==> src/design/sqp_pkg.sv <==
package sqp_pkg;

    localparam int RING_DEPTH_DEF   = 8;
    localparam int PACKET_BYTES_DEF = 64;

    localparam int TX_LEN_W = 7;
    localparam int PEND_W   = 3;

    localparam logic [6:0] EP_NUM_MASK = 7'h7F;
    localparam logic [6:0] EP_TX       = 7'h01;

    localparam int S_TDATA_W = 80;
    localparam int M_TDATA_W = 112;

    // result tdata bit positions
    localparam int O_TX_VALID = 0;
    localparam int O_TX_ADDR  = 1;
    localparam int O_TX_LEN   = 33;
    localparam int O_DROPPED  = 40;

    typedef enum logic [1:0] {
        KIND_SUBMIT   = 2'd0,
        KIND_POLL     = 2'd1,
        KIND_COMPLETE = 2'd2
    } kind_t;

    typedef struct packed {
        kind_t       kind;
        logic [31:0] seg_addr;
        logic [31:0] seg_len;
        logic        configured;
        logic [7:0]  endpoint;
    } item_t;

    typedef struct packed {
        logic                tx_valid;
        logic [31:0]         tx_addr;
        logic [TX_LEN_W-1:0] tx_len;
        logic                dropped;
        logic [31:0]         drop_total;
        logic [31:0]         queued_total;
        logic [PEND_W-1:0]   pending_segments;
    } result_t;

endpackage

==> src/design/sqp_ram.sv <==
module sqp_ram #(
    parameter int WIDTH = 64,
    parameter int DEPTH = 8
) (
    input  logic                     clk,
    input  logic                     we,
    input  logic [$clog2(DEPTH)-1:0] waddr,
    input  logic [WIDTH-1:0]         wdata,
    input  logic [$clog2(DEPTH)-1:0] raddr_a,
    output logic [WIDTH-1:0]         rdata_a,
    input  logic [$clog2(DEPTH)-1:0] raddr_b,
    output logic [WIDTH-1:0]         rdata_b
);

    logic [WIDTH-1:0] mem [DEPTH];

    always_ff @(posedge clk) begin
        if (we) begin
            mem[waddr] <= wdata;
        end
        rdata_a <= mem[raddr_a];
        rdata_b <= mem[raddr_b];
    end

endmodule

==> src/design/sqp_ring.sv <==
module sqp_ring #(
    parameter int RING_DEPTH   = sqp_pkg::RING_DEPTH_DEF,
    parameter int PACKET_BYTES = sqp_pkg::PACKET_BYTES_DEF
) (
    input  logic             aclk,
    input  logic             aresetn,
    input  logic             fire,
    input  sqp_pkg::item_t   item,
    output sqp_pkg::result_t res
);

    localparam int SLOT_W = $clog2(RING_DEPTH);
    localparam logic [31:0] PKT = 32'(PACKET_BYTES);

    logic [SLOT_W-1:0] write_slot_reg, write_slot_next;
    logic [SLOT_W-1:0] send_slot_reg, send_slot_next;
    logic [31:0]       head_off_reg, head_off_next;
    logic [31:0]       drop_cnt_reg, drop_cnt_next;
    logic [31:0]       byte_cnt_reg, byte_cnt_next;

    logic              byp_a_reg, byp_b_reg;
    logic [63:0]       byp_data_reg;

    logic              ram_we;
    logic [SLOT_W-1:0] rd_a, rd_b;
    logic [63:0]       ram_a, ram_b, view_a, view_b;

    logic              empty, full, pop, new_empty;
    logic [SLOT_W-1:0] write_inc;
    logic [31:0]       rem, step;
    logic              try_tx;
    logic              drop_flag;
    logic [31:0]       sel_addr, sel_len, sel_off, rem2, step2;
    logic [31:0]       pend32;

    function automatic logic [SLOT_W-1:0] inc_slot(input logic [SLOT_W-1:0] s);
        return (s == SLOT_W'(RING_DEPTH - 1)) ? '0 : s + 1'b1;
    endfunction

    // view_a holds the head entry, view_b the one after it
    assign view_a = byp_a_reg ? byp_data_reg : ram_a;
    assign view_b = byp_b_reg ? byp_data_reg : ram_b;

    assign empty     = (write_slot_reg == send_slot_reg);
    assign write_inc = inc_slot(write_slot_reg);
    assign full      = (write_inc == send_slot_reg);

    assign rem  = view_a[31:0] - head_off_reg;
    assign step = (rem > PKT) ? PKT : rem;
    assign pop  = (rem == step);

    always_comb begin
        write_slot_next = write_slot_reg;
        send_slot_next  = send_slot_reg;
        head_off_next   = head_off_reg;
        drop_cnt_next   = drop_cnt_reg;
        byte_cnt_next   = byte_cnt_reg;
        ram_we          = 1'b0;
        drop_flag       = 1'b0;
        try_tx          = 1'b0;
        new_empty       = empty;
        sel_addr        = view_a[63:32];
        sel_len         = view_a[31:0];
        sel_off         = head_off_reg;
        case (item.kind)
            sqp_pkg::KIND_SUBMIT: begin
                if (item.seg_len != 32'd0) begin
                    if (full) begin
                        drop_cnt_next = drop_cnt_reg + 32'd1;
                        drop_flag     = 1'b1;
                    end else begin
                        ram_we          = 1'b1;
                        write_slot_next = write_inc;
                        byte_cnt_next   = byte_cnt_reg + item.seg_len;
                    end
                end
            end
            sqp_pkg::KIND_POLL: begin
                try_tx = item.configured;
            end
            sqp_pkg::KIND_COMPLETE: begin
                if ((item.endpoint[6:0] & sqp_pkg::EP_NUM_MASK) == sqp_pkg::EP_TX) begin
                    try_tx = item.configured;
                    if (!empty) begin
                        if (pop) begin
                            send_slot_next = inc_slot(send_slot_reg);
                            head_off_next  = 32'd0;
                            new_empty      = (write_slot_reg == inc_slot(send_slot_reg));
                            sel_addr       = view_b[63:32];
                            sel_len        = view_b[31:0];
                            sel_off        = 32'd0;
                        end else begin
                            head_off_next = head_off_reg + step;
                            sel_off       = head_off_reg + step;
                        end
                    end
                end
            end
            default: begin
                try_tx = 1'b0;
            end
        endcase
    end

    assign rem2  = sel_len - sel_off;
    assign step2 = (rem2 > PKT) ? PKT : rem2;

    assign pend32 = 32'(write_slot_next) - 32'(send_slot_next)
                  + ((write_slot_next < send_slot_next) ? 32'(RING_DEPTH) : 32'd0);

    always_comb begin
        res.tx_valid = try_tx && !new_empty && (rem2 != 32'd0);
        res.tx_addr  = res.tx_valid ? (sel_addr + sel_off) : 32'd0;
        res.tx_len   = res.tx_valid ? step2[sqp_pkg::TX_LEN_W-1:0] : '0;
        res.dropped          = drop_flag;
        res.drop_total       = drop_cnt_next;
        res.queued_total     = byte_cnt_next;
        res.pending_segments = pend32[sqp_pkg::PEND_W-1:0];
    end

    // read the slots that are head and head plus one after this edge
    assign rd_a = fire ? send_slot_next : send_slot_reg;
    assign rd_b = inc_slot(rd_a);

    sqp_ram #(
        .WIDTH (64),
        .DEPTH (RING_DEPTH)
    ) u_sqp_ram (
        .clk     (aclk),
        .we      (fire && ram_we),
        .waddr   (write_slot_reg),
        .wdata   ({item.seg_addr, item.seg_len}),
        .raddr_a (rd_a),
        .rdata_a (ram_a),
        .raddr_b (rd_b),
        .rdata_b (ram_b)
    );

    always_ff @(posedge aclk) begin
        if (!aresetn) begin
            write_slot_reg <= '0;
            send_slot_reg  <= '0;
            head_off_reg   <= '0;
            drop_cnt_reg   <= '0;
            byte_cnt_reg   <= '0;
            byp_a_reg      <= 1'b0;
            byp_b_reg      <= 1'b0;
        end else begin
            if (fire) begin
                write_slot_reg <= write_slot_next;
                send_slot_reg  <= send_slot_next;
                head_off_reg   <= head_off_next;
                drop_cnt_reg   <= drop_cnt_next;
                byte_cnt_reg   <= byte_cnt_next;
            end
            byp_a_reg <= fire && ram_we && (write_slot_reg == rd_a);
            byp_b_reg <= fire && ram_we && (write_slot_reg == rd_b);
        end
    end

    always_ff @(posedge aclk) begin
        byp_data_reg <= {item.seg_addr, item.seg_len};
    end

endmodule

==> src/design/segment_queue_packetizer.sv <==
// Segment queue packetizer: submit items push (address, length) segments into a ring of
// RING_DEPTH slots that holds at most RING_DEPTH-1 segments; poll and endpoint-1 completion
// items cut the head segment into transmit commands of at most PACKET_BYTES bytes. Every
// input item yields exactly one result item. One item is taken per clock cycle unless
// m_tready stalls the output; items pass the input register, then the result register; the
// ring is a RAM with two registered read ports that always present the head and next slots.
module segment_queue_packetizer #(
    parameter int RING_DEPTH   = sqp_pkg::RING_DEPTH_DEF,
    parameter int PACKET_BYTES = sqp_pkg::PACKET_BYTES_DEF
) (
    input  logic                          aclk,
    input  logic                          aresetn,
    input  logic                          s_tvalid,
    output logic                          s_tready,
    // seg_addr, seg_len, configured, endpoint, zero pad
    input  logic [sqp_pkg::S_TDATA_W-1:0] s_tdata,
    // kind
    input  logic [1:0]                    s_tuser,
    output logic                          m_tvalid,
    input  logic                          m_tready,
    // tx_valid, tx_addr, tx_len, dropped, drop_total, queued_total, pending_segments, zero pad
    output logic [sqp_pkg::M_TDATA_W-1:0] m_tdata
);

    logic             in_vld_reg;
    sqp_pkg::item_t   in_item_reg;
    logic             out_vld_reg;
    sqp_pkg::result_t out_res_reg;
    logic             advance;
    sqp_pkg::result_t ring_res;

    assign advance  = in_vld_reg && (!out_vld_reg || m_tready);
    assign s_tready = !in_vld_reg || advance;

    always_ff @(posedge aclk) begin
        if (!aresetn) begin
            in_vld_reg  <= 1'b0;
            out_vld_reg <= 1'b0;
        end else begin
            if (s_tready) begin
                in_vld_reg <= s_tvalid;
            end
            if (advance) begin
                out_vld_reg <= 1'b1;
            end else if (m_tready) begin
                out_vld_reg <= 1'b0;
            end
        end
    end

    always_ff @(posedge aclk) begin
        if (s_tvalid && s_tready) begin
            in_item_reg.kind       <= sqp_pkg::kind_t'(s_tuser);
            in_item_reg.seg_addr   <= s_tdata[31:0];
            in_item_reg.seg_len    <= s_tdata[63:32];
            in_item_reg.configured <= s_tdata[64];
            in_item_reg.endpoint   <= s_tdata[72:65];
        end
        if (advance) begin
            out_res_reg <= ring_res;
        end
    end

    sqp_ring #(
        .RING_DEPTH   (RING_DEPTH),
        .PACKET_BYTES (PACKET_BYTES)
    ) u_sqp_ring (
        .aclk    (aclk),
        .aresetn (aresetn),
        .fire    (advance),
        .item    (in_item_reg),
        .res     (ring_res)
    );

    assign m_tvalid = out_vld_reg;
    assign m_tdata  = {4'd0,
                       out_res_reg.pending_segments,
                       out_res_reg.queued_total,
                       out_res_reg.drop_total,
                       out_res_reg.dropped,
                       out_res_reg.tx_len,
                       out_res_reg.tx_addr,
                       out_res_reg.tx_valid};

endmodule

==> config.mk <==
export PLATFORM = sky130hd
export DESIGN_NAME = segment_queue_packetizer
export DESIGN_NICKNAME = d
export VERILOG_FILES = /design/src/design/sqp_pkg.sv /design/src/design/sqp_ram.sv /design/src/design/sqp_ring.sv /design/src/design/segment_queue_packetizer.sv
export SDC_FILE = /design/constraint.sdc
export NUM_CORES = 2
export LEC_CHECK = 0
export BUFFER_PORTS_ARGS = -buffer_cell sky130_fd_sc_hd__buf_4
export CELL_PAD_IN_SITES_DETAIL_PLACEMENT = 1
export CELL_PAD_IN_SITES_GLOBAL_PLACEMENT = 2
export CORE_MARGIN = 3
export CORE_UTILIZATION = 43
export DETAILED_ROUTE_END_ITERATION = 8
export PLACE_DENSITY = 0.87
export SYNTH_ARGS = -nofsm -noshare
export SYNTH_HDL_FRONTEND = slang
export SYNTH_SLANG_ARGS = --single-unit
==> constraint.sdc <==
create_clock -name aclk -period 22.6 [get_ports aclk]
set_input_delay 4.52 -clock aclk [delete_from_list [all_inputs] [get_ports aclk]]
set_output_delay 4.52 -clock aclk [all_outputs]
set_load 0.005 [all_outputs]
# ---- Word-level counts from Yosys, hierarchy flattened
# Memories as Yosys holds them, arrays and structs flattened. A register that Yosys moved wholly into a read port is not among the register bits.
# Index checks and enable logic that the tools add are counted.
dict set report op_classes {
  n_eq_ne 12
  n_bitwise 1
  n_lt_le_gt_ge 2
  n_mux 47
  add_sub_neg 11
  reduce_logical 18
  multipliers 0
  div_mod_pow 0
  shifts 0
}
# operator n
set op_table {}
lappend op_table {{two-way mux 32 bit} 19}
lappend op_table {{two-way mux 64 bit} 2}
lappend op_table {{adder 32 bit} 3}
lappend op_table {{greater-than comparator 32 x 7 -> 1 bit, second input constant} 2}
lappend op_table {{nonzero test 32 bit} 2}
lappend op_table {{subtractor 32 bit} 2}
lappend op_table {{two-way mux 3 bit} 11}
lappend op_table {{adder 32 x 1 -> 32 bit, second input constant} 1}
lappend op_table {{equality test 32 bit} 1}
lappend op_table {{equality test 3 bit} 5}
lappend op_table {{two-way mux 1 bit} 13}
lappend op_table {{adder 3 x 1 -> 3 bit, second input constant} 3}
lappend op_table {{equality test 3 bit, second input constant} 3}
lappend op_table {{equality test 7 x 1 -> 1 bit, second input constant} 1}
lappend op_table {{logical AND 1 bit} 7}
lappend op_table {{two-way mux 7 bit} 1}
lappend op_table {{adder 3 bit, second input constant} 1}
lappend op_table {{logical NOT 1 bit} 3}
lappend op_table {{subtractor 3 bit} 1}
lappend op_table {{equality test 2 x 1 -> 1 bit, second input constant} 1}
lappend op_table {{equality test 2 bit, second input constant} 1}
lappend op_table {{logical NOT 2 bit} 1}
lappend op_table {{logical OR 1 bit} 2}
lappend op_table {{case mux 1 bit (2 select lines)} 1}
lappend op_table {{4 further kinds} 4}
dict set report totals {
  latch_bits 0
  word_cells 115
  memories 1
  mem_bits_rw 512
  romBits 0
  reg_bits 352
}
# memory depth width read_ports rd_clocked_by_memory_dff write_ports line
set memory_table {}
lappend memory_table {u_sqp_ring.u_sqp_ram.mem 8 64 2 2 1 sqp_ram.sv:15} ;# logic [WIDTH-1:0] mem [DEPTH];

# ---- Logic depth before layout (Yosys ltp)
dict set report logic_depth {
  depth_word 14
  mapped_depth 50
  mapped_depth_nobuf 45
}

# ---- Hierarchy
# A second synthesis with hierarchy kept.
dict set report unflattened {
  hier_cells 3610
  area_unflattened_um2 48539.1
}
# module area_each_um2 cells_each seq_area_each_um2 instances
set by_module_without_submodules {}
lappend by_module_without_submodules {sqp_ram 25660.9 1107 17937.2 1}
lappend by_module_without_submodules {sqp_ring 17245.3 2306 3363.2 1}
lappend by_module_without_submodules {segment_queue_packetizer 5632.9 197 5535.3 1}

# ---- Worst setup path before layout
# OpenSTA, ideal clock, no wires.
dict set report synth_timing {
  path_type {input to register}
  from {input m_tready}
  to {memory u_sqp_ring.u_sqp_ram.mem[0][0] (enable)}
  path_stages 6
  arrival_time_ns 11.484
  setup_time_ns 0.644
  slack_ns 10.472
  path_cell_list {nor2b_1 > nand2b_1 > or2_2 > clkbuf_1 > clkbuf_1 > nor4_1}
}
dict set report synth_between {
  elab_chain_cells 5
}
# element line
set synth_rtl {}
lappend synth_rtl {{start, declared} segment_queue_packetizer.sv:20} ;# input logic m_tready,
lappend synth_rtl {{logical OR 1 bit} segment_queue_packetizer.sv:32} ;# assign advance = in_vld_reg && (!out_vld_reg || m_tready);
lappend synth_rtl {{logical AND 1 bit} segment_queue_packetizer.sv:32}
lappend synth_rtl {{logical AND 1 bit} sqp_ring.sv:130} ;# .we (fire && ram_we),
lappend synth_rtl {{two-way mux 1 bit} sqp_ram.sv:18} ;# if (we) begin
lappend synth_rtl {{two-way mux 1 bit (implied by the code)} sqp_ram.sv:19} ;# mem[waddr] <= wdata;
lappend synth_rtl {{end, declared} sqp_ram.sv:15}
# Every way passes these cells.

# ---- Final worst setup path
dict set report layout_timing {
  from {register u_sqp_ring.byp_a_reg}
  to {register out_res_reg, in the netlist m_tdata[26], data pin}
}
dict set report layout_between {
  elab_chain_cells 12
  elab_cells_between_ends 28
}
# element line
set layout_rtl {}
lappend layout_rtl {{start, declared} sqp_ring.sv:21} ;# logic byp_a_reg, byp_b_reg;
lappend layout_rtl {{start signal, assigned} sqp_ring.sv:156} ;# byp_a_reg <= fire && ram_we && (write_slot_reg == rd_a);
lappend layout_rtl {{two-way mux 64 bit *} sqp_ring.sv:41} ;# assign view_a = byp_a_reg ? byp_data_reg : ram_a;
lappend layout_rtl {{subtractor 32 bit} sqp_ring.sv:48} ;# assign rem = view_a[31:0] - head_off_reg;
lappend layout_rtl {{greater-than comparator 32 x 7 -> 1 bit} sqp_ring.sv:49} ;# assign step = (rem > PKT) ? PKT : rem;
lappend layout_rtl {{two-way mux 32 bit} sqp_ring.sv:49}
lappend layout_rtl {{adder 32 bit or equality test 32 bit (tied branches)} {sqp_ring.sv:94, sqp_ring.sv:50}}
lappend layout_rtl {{two-way mux 32 bit or two-way mux 1 bit (tied branches)} sqp_ring.sv:85} ;# if (pop) begin
lappend layout_rtl {{two-way mux 32 bit or two-way mux 1 bit (tied branches)} sqp_ring.sv:84} ;# if (!empty) begin
lappend layout_rtl {{two-way mux 32 bit or two-way mux 1 bit (tied branches)} sqp_ring.sv:82} ;# if ((item.endpoint[6:0] & sqp_pkg::EP_NUM_MASK) == sqp_pkg::EP_TX) begin
lappend layout_rtl {{two-way mux 32 bit or two-way mux 1 bit (tied branches)} sqp_ring.sv:65} ;# case (item.kind)
lappend layout_rtl {{subtractor 32 bit or logical NOT 1 bit (tied branches)} {sqp_ring.sv:105, sqp_ring.sv:112}}
lappend layout_rtl {{nonzero test 32 bit or logical AND 1 bit (tied branches)} sqp_ring.sv:112} ;# res.tx_valid = try_tx && !new_empty && (rem2 != 32'd0);
lappend layout_rtl {{logical AND 1 bit} sqp_ring.sv:112}
lappend layout_rtl {{end signal, assigned} segment_queue_packetizer.sv:60} ;# out_res_reg <= ring_res;
lappend layout_rtl {{end, declared} segment_queue_packetizer.sv:28} ;# sqp_pkg::result_t out_res_reg;
# Every way passes the cells marked *; elsewhere a longest branch is shown, timed or not.
# A chain may end at the register's enable or synchronous reset.

==> summary.txt <==
Status
  • Status: complete, no violations

Finish
  • Design area: 56220 sq um
  • Max FFs per register: 512
  • FILL cells: 12890
  • # diodes: 0
  • Area growth syn-to-layout: 12.88%
  • Most common cell after layout, fill and taps aside: nand2_1
  • Finished Layout Cells: 6989
  • Final Net Count: 5640
  • Commonest non-fill, non-tap cells in the layout: nand2_1 (1343), edfxtp_1 (694), nand3_1 (683), nor2_1 (321), dfxtp_1 (296)
  • Proportion of layout cells with a drive suffix above 1: 9.439%

Power and ir drop
  • Int Pwr: 0.003147 W
  • Sw power: 0.0009670 W
  • Pleak: 21.86 nW
  • Reg power frac: 49.0%
  • IR Drop Worst-Case VDD: 0.00007237 V
  • Switch share: 23.51%
  • Combinational share of power: 6.9%
  • Clk pwr share: 44.0%
  • Cell area power density: 73.18 nW/um^2

Clock network
  • Clk_lat worst skew: 710 ps
  • Htree depth: 3
  • CTS tree: done
  • Clock slew at reported path FFs: 60 ps
  • Number of gates resized after CTS: 0
  • CTS Root Cell: clkbuf_16
  • # hold bufs at CTS: 0
  • Max clock buf depth: 3
  • Total setup buffers inserted after CTS: 0
  • TritonCTS Buffers: 107
  • Clock sinks: 992

Setup path
  • Reg2Reg Depth: 48
  • CP max-delay cell: nor4bb_1
  • Crit path DAT: 15110 ps
  • Setup CP Type: reg -> reg
  • Register-to-Register Setup Slack: 7930 ps
  • CP Data Required Time: 23040 ps
  • CP Capture Type: flip-flop
  • R2r startpoint: u_sqp_ring.byp_a_reg
  • Critical R2R Capture: m_tdata[26]
  • CP most frequent cell: o21ai_0
  • Critical Path Max Stage Delay: 730 ps
  • Critical Path Start Type: flip-flop
  • Worst-path maximum fanout: 44

STA
  • Crit share post-route: 64.91%
  • RSZ-0062 raised after global routing: false
  • Crit path time final: 14670 ps
  • Total Neg Setup Slack: 0 ps
  • Fmax achieved: 68.16 MHz
  • Tightest Pin Transition: 1195 ps
  • Setup Skew: 48.02 ps
  • Relative slew margins: 20.35%
  • Final hold violations: 0
  • Max Slew Vio Count: 0
  • Setup violators final: 0

Hold path
  • Hold Path Depth: 2
  • Worst Hold Class: reg -> reg
  • Min-delay src: u_sqp_ring.byte_cnt_reg[3]
  • Hold endpoint: u_sqp_ring.byte_cnt_reg[3]

Die
  • Die Wd: 346.3 microns
  • Rows: 124
  • Placeable Area: 114700 sq um
  • # IOs: 200
  • Initial core utilization: 43.44%
  • Die outline area: 119900 sq um
  • Die height: 346.3 microns

Logic synthesis
  • Seq/Total Area, Yosys: 53.82%
  • Synth Area per Inst: 9.383 sq um
  • Synth warn: 0
  • Post-Syn Instances: 5308
  • Synthesized flop and latch total: 992
  • Cell Area, Synth: 49800 sq um
  • Top_reg_cell synth: edfxtp_1
  • Distinct cells, synth: 88
  • Ys async rst share: 0%
  • EDFF count, synth: 694

Place
  • Port Buffers: 187
  • Hpwl dp: 105100 microns
  • Inst Count DP: 6786
  • RD Place Congestion: 0.9123
  • Post-Place Cell Area: 52580 sq um

GRT
  • First-pass GRT wire length: 250300 microns
  • Total global-route track usage: 26.89%
  • Vias in the first global route: 40560
  • GRT overflow: 0
  • Antenna violations before repair: 8
  • Largest net degree at the start of global routing: 131

Drt
  • Via density: 5.761
  • Total Wirelength: 164400 microns
  • Post-route ant nets: 0
  • Drt drc: 0
  • Post-DR wirelength/cell: 23.52 microns
  • 1st-iter DRT viols: 3098
  • Vias: 40260
  • Drt pass-1 iters: 6

Job
  • Maxcap violations: 0
metrics by stage:
| step | utilization [%] | hold slack (ps) | setup WS (ps) | power (W) |
|---|---|---|---|---|
| 6_report | 49.03 | 473.0 | 7930 | 0.004114 |
| 5_1_grt | 49.03 | 497.2 | 7178 | 0.004260 |
| 4_1_cts | 49.03 | 477.2 | 8248 | 0.004146 |
| 3_5_place_dp | 45.86 | 469.5 | 8305 | 0.002336 |
| 3_3_place_gp | 45.86 | 457.9 | 8453 | 0.002330 |
| 2_1_floorplan | - | 449.6 | 10470 | 0.002221 |
logic make-up (layout without fill, tap and decap cells):
family	after synthesis	count (layout)	synth area share, %
buffers and inverters	417	559	3.286
AND/OR/NAND/NOR	2669	2669	23.45
flip-flops	992	992	53.82
adder cells (fa/ha/maj)	171	171	4.386
other	1	28	0.007530
AO/OA/AOI/OAI	778	778	9.665
multiplexers	108	108	2.329
XOR/XNOR	172	172	3.052
Yosys cell counts, types with 23 or more instances:
cell type	instances	area, sq um
nand3_1	683	3418
dfxtp_1	298	5966
ha_1	165	2064
nor3_1	81	405.4
buf_2	45	225.2
a21o_1	51	382.9
buf_1	23	86.33
o22ai_1	39	244.0
o21ai_1	129	645.6
nor2_1	325	1220
o21ai_0	108	540.5
nand2b_1	44	275.3
mux2_2	60	675.7
nor4_1	27	168.9
clkbuf_1	229	859.6
inv_1	113	424.2
xor2_1	82	718.2
o31ai_1	23	172.7
o21a_1	39	292.8
xnor2_1	89	779.5
nand2_1	1343	5041
a21oi_1	210	1051
nor2b_1	32	200.2
a211oi_1	28	210.2
mux2i_1	47	470.5
edfxtp_1	694	20840
layer usage:
layer | vias to the layer above | global-route usage [%] | routed length, microns
met1 | 20160 | 37.71 | 75460
met5 | - | 0 | 27
met2 | 1014 | 43.89 | 76270
met3 | 228 | 3.403 | 8421
met4 | 4 | 7.598 | 4203
li1 | 18850 | - | -
power groups by stage:
stage / sequential (W) / clock [W] / combinational [W]
4_1_cts: 0.00202 / 0.00185 / 0.000282
3_5_place_dp: 0.00206 / 0 / 0.000280
2_1_floorplan: 0.00204 / 0 / 0.000183
5_1_grt: 0.00202 / 0.00193 / 0.000313
3_3_place_gp: 0.00205 / 0 / 0.000276
6_report: 0.00202 / 0.00181 / 0.000284
final cells by class:
class,count,area [sq um],area share (%)
clock buffers,149,3017,5.366
multi-input cells,3926,21610,38.45
inverters,116,452.9,0.8056
clock inverters,54,621.8,1.106
flip-flops and latches,992,26810,47.68
repair buffers,240,1814,3.227
well taps,1512,1892,3.365
worst max-delay path by stage:
stage,startpoint,endpoint,depth (start not counted)
CTS,u_sqp_ring.byp_a_reg,m_tdata[26],48
finish,u_sqp_ring.byp_a_reg,m_tdata[26],48
detailed placement,u_sqp_ring.byp_a_reg,m_tdata[26],48
global route,u_sqp_ring.byp_a_reg,m_tdata[26],48
global placement,u_sqp_ring.byp_a_reg,m_tdata[21],48
floorplan,m_tready,u_sqp_ring.u_sqp_ram.mem[0][0],6
worst max-delay path: cells and delay by family (launching register included):
kind                       cells  cell delay (ps)
and+or+nand+nor               16             4850
xor gates and xnor gates       1              210
buffers and inverters          4             1550
AOI/OAI and AO/OA             23             5500
adders and majority gates      3             1280
muxes                          1              460
DFF                            1              480
Note: power is estimated with default switching activity, not from simulation.
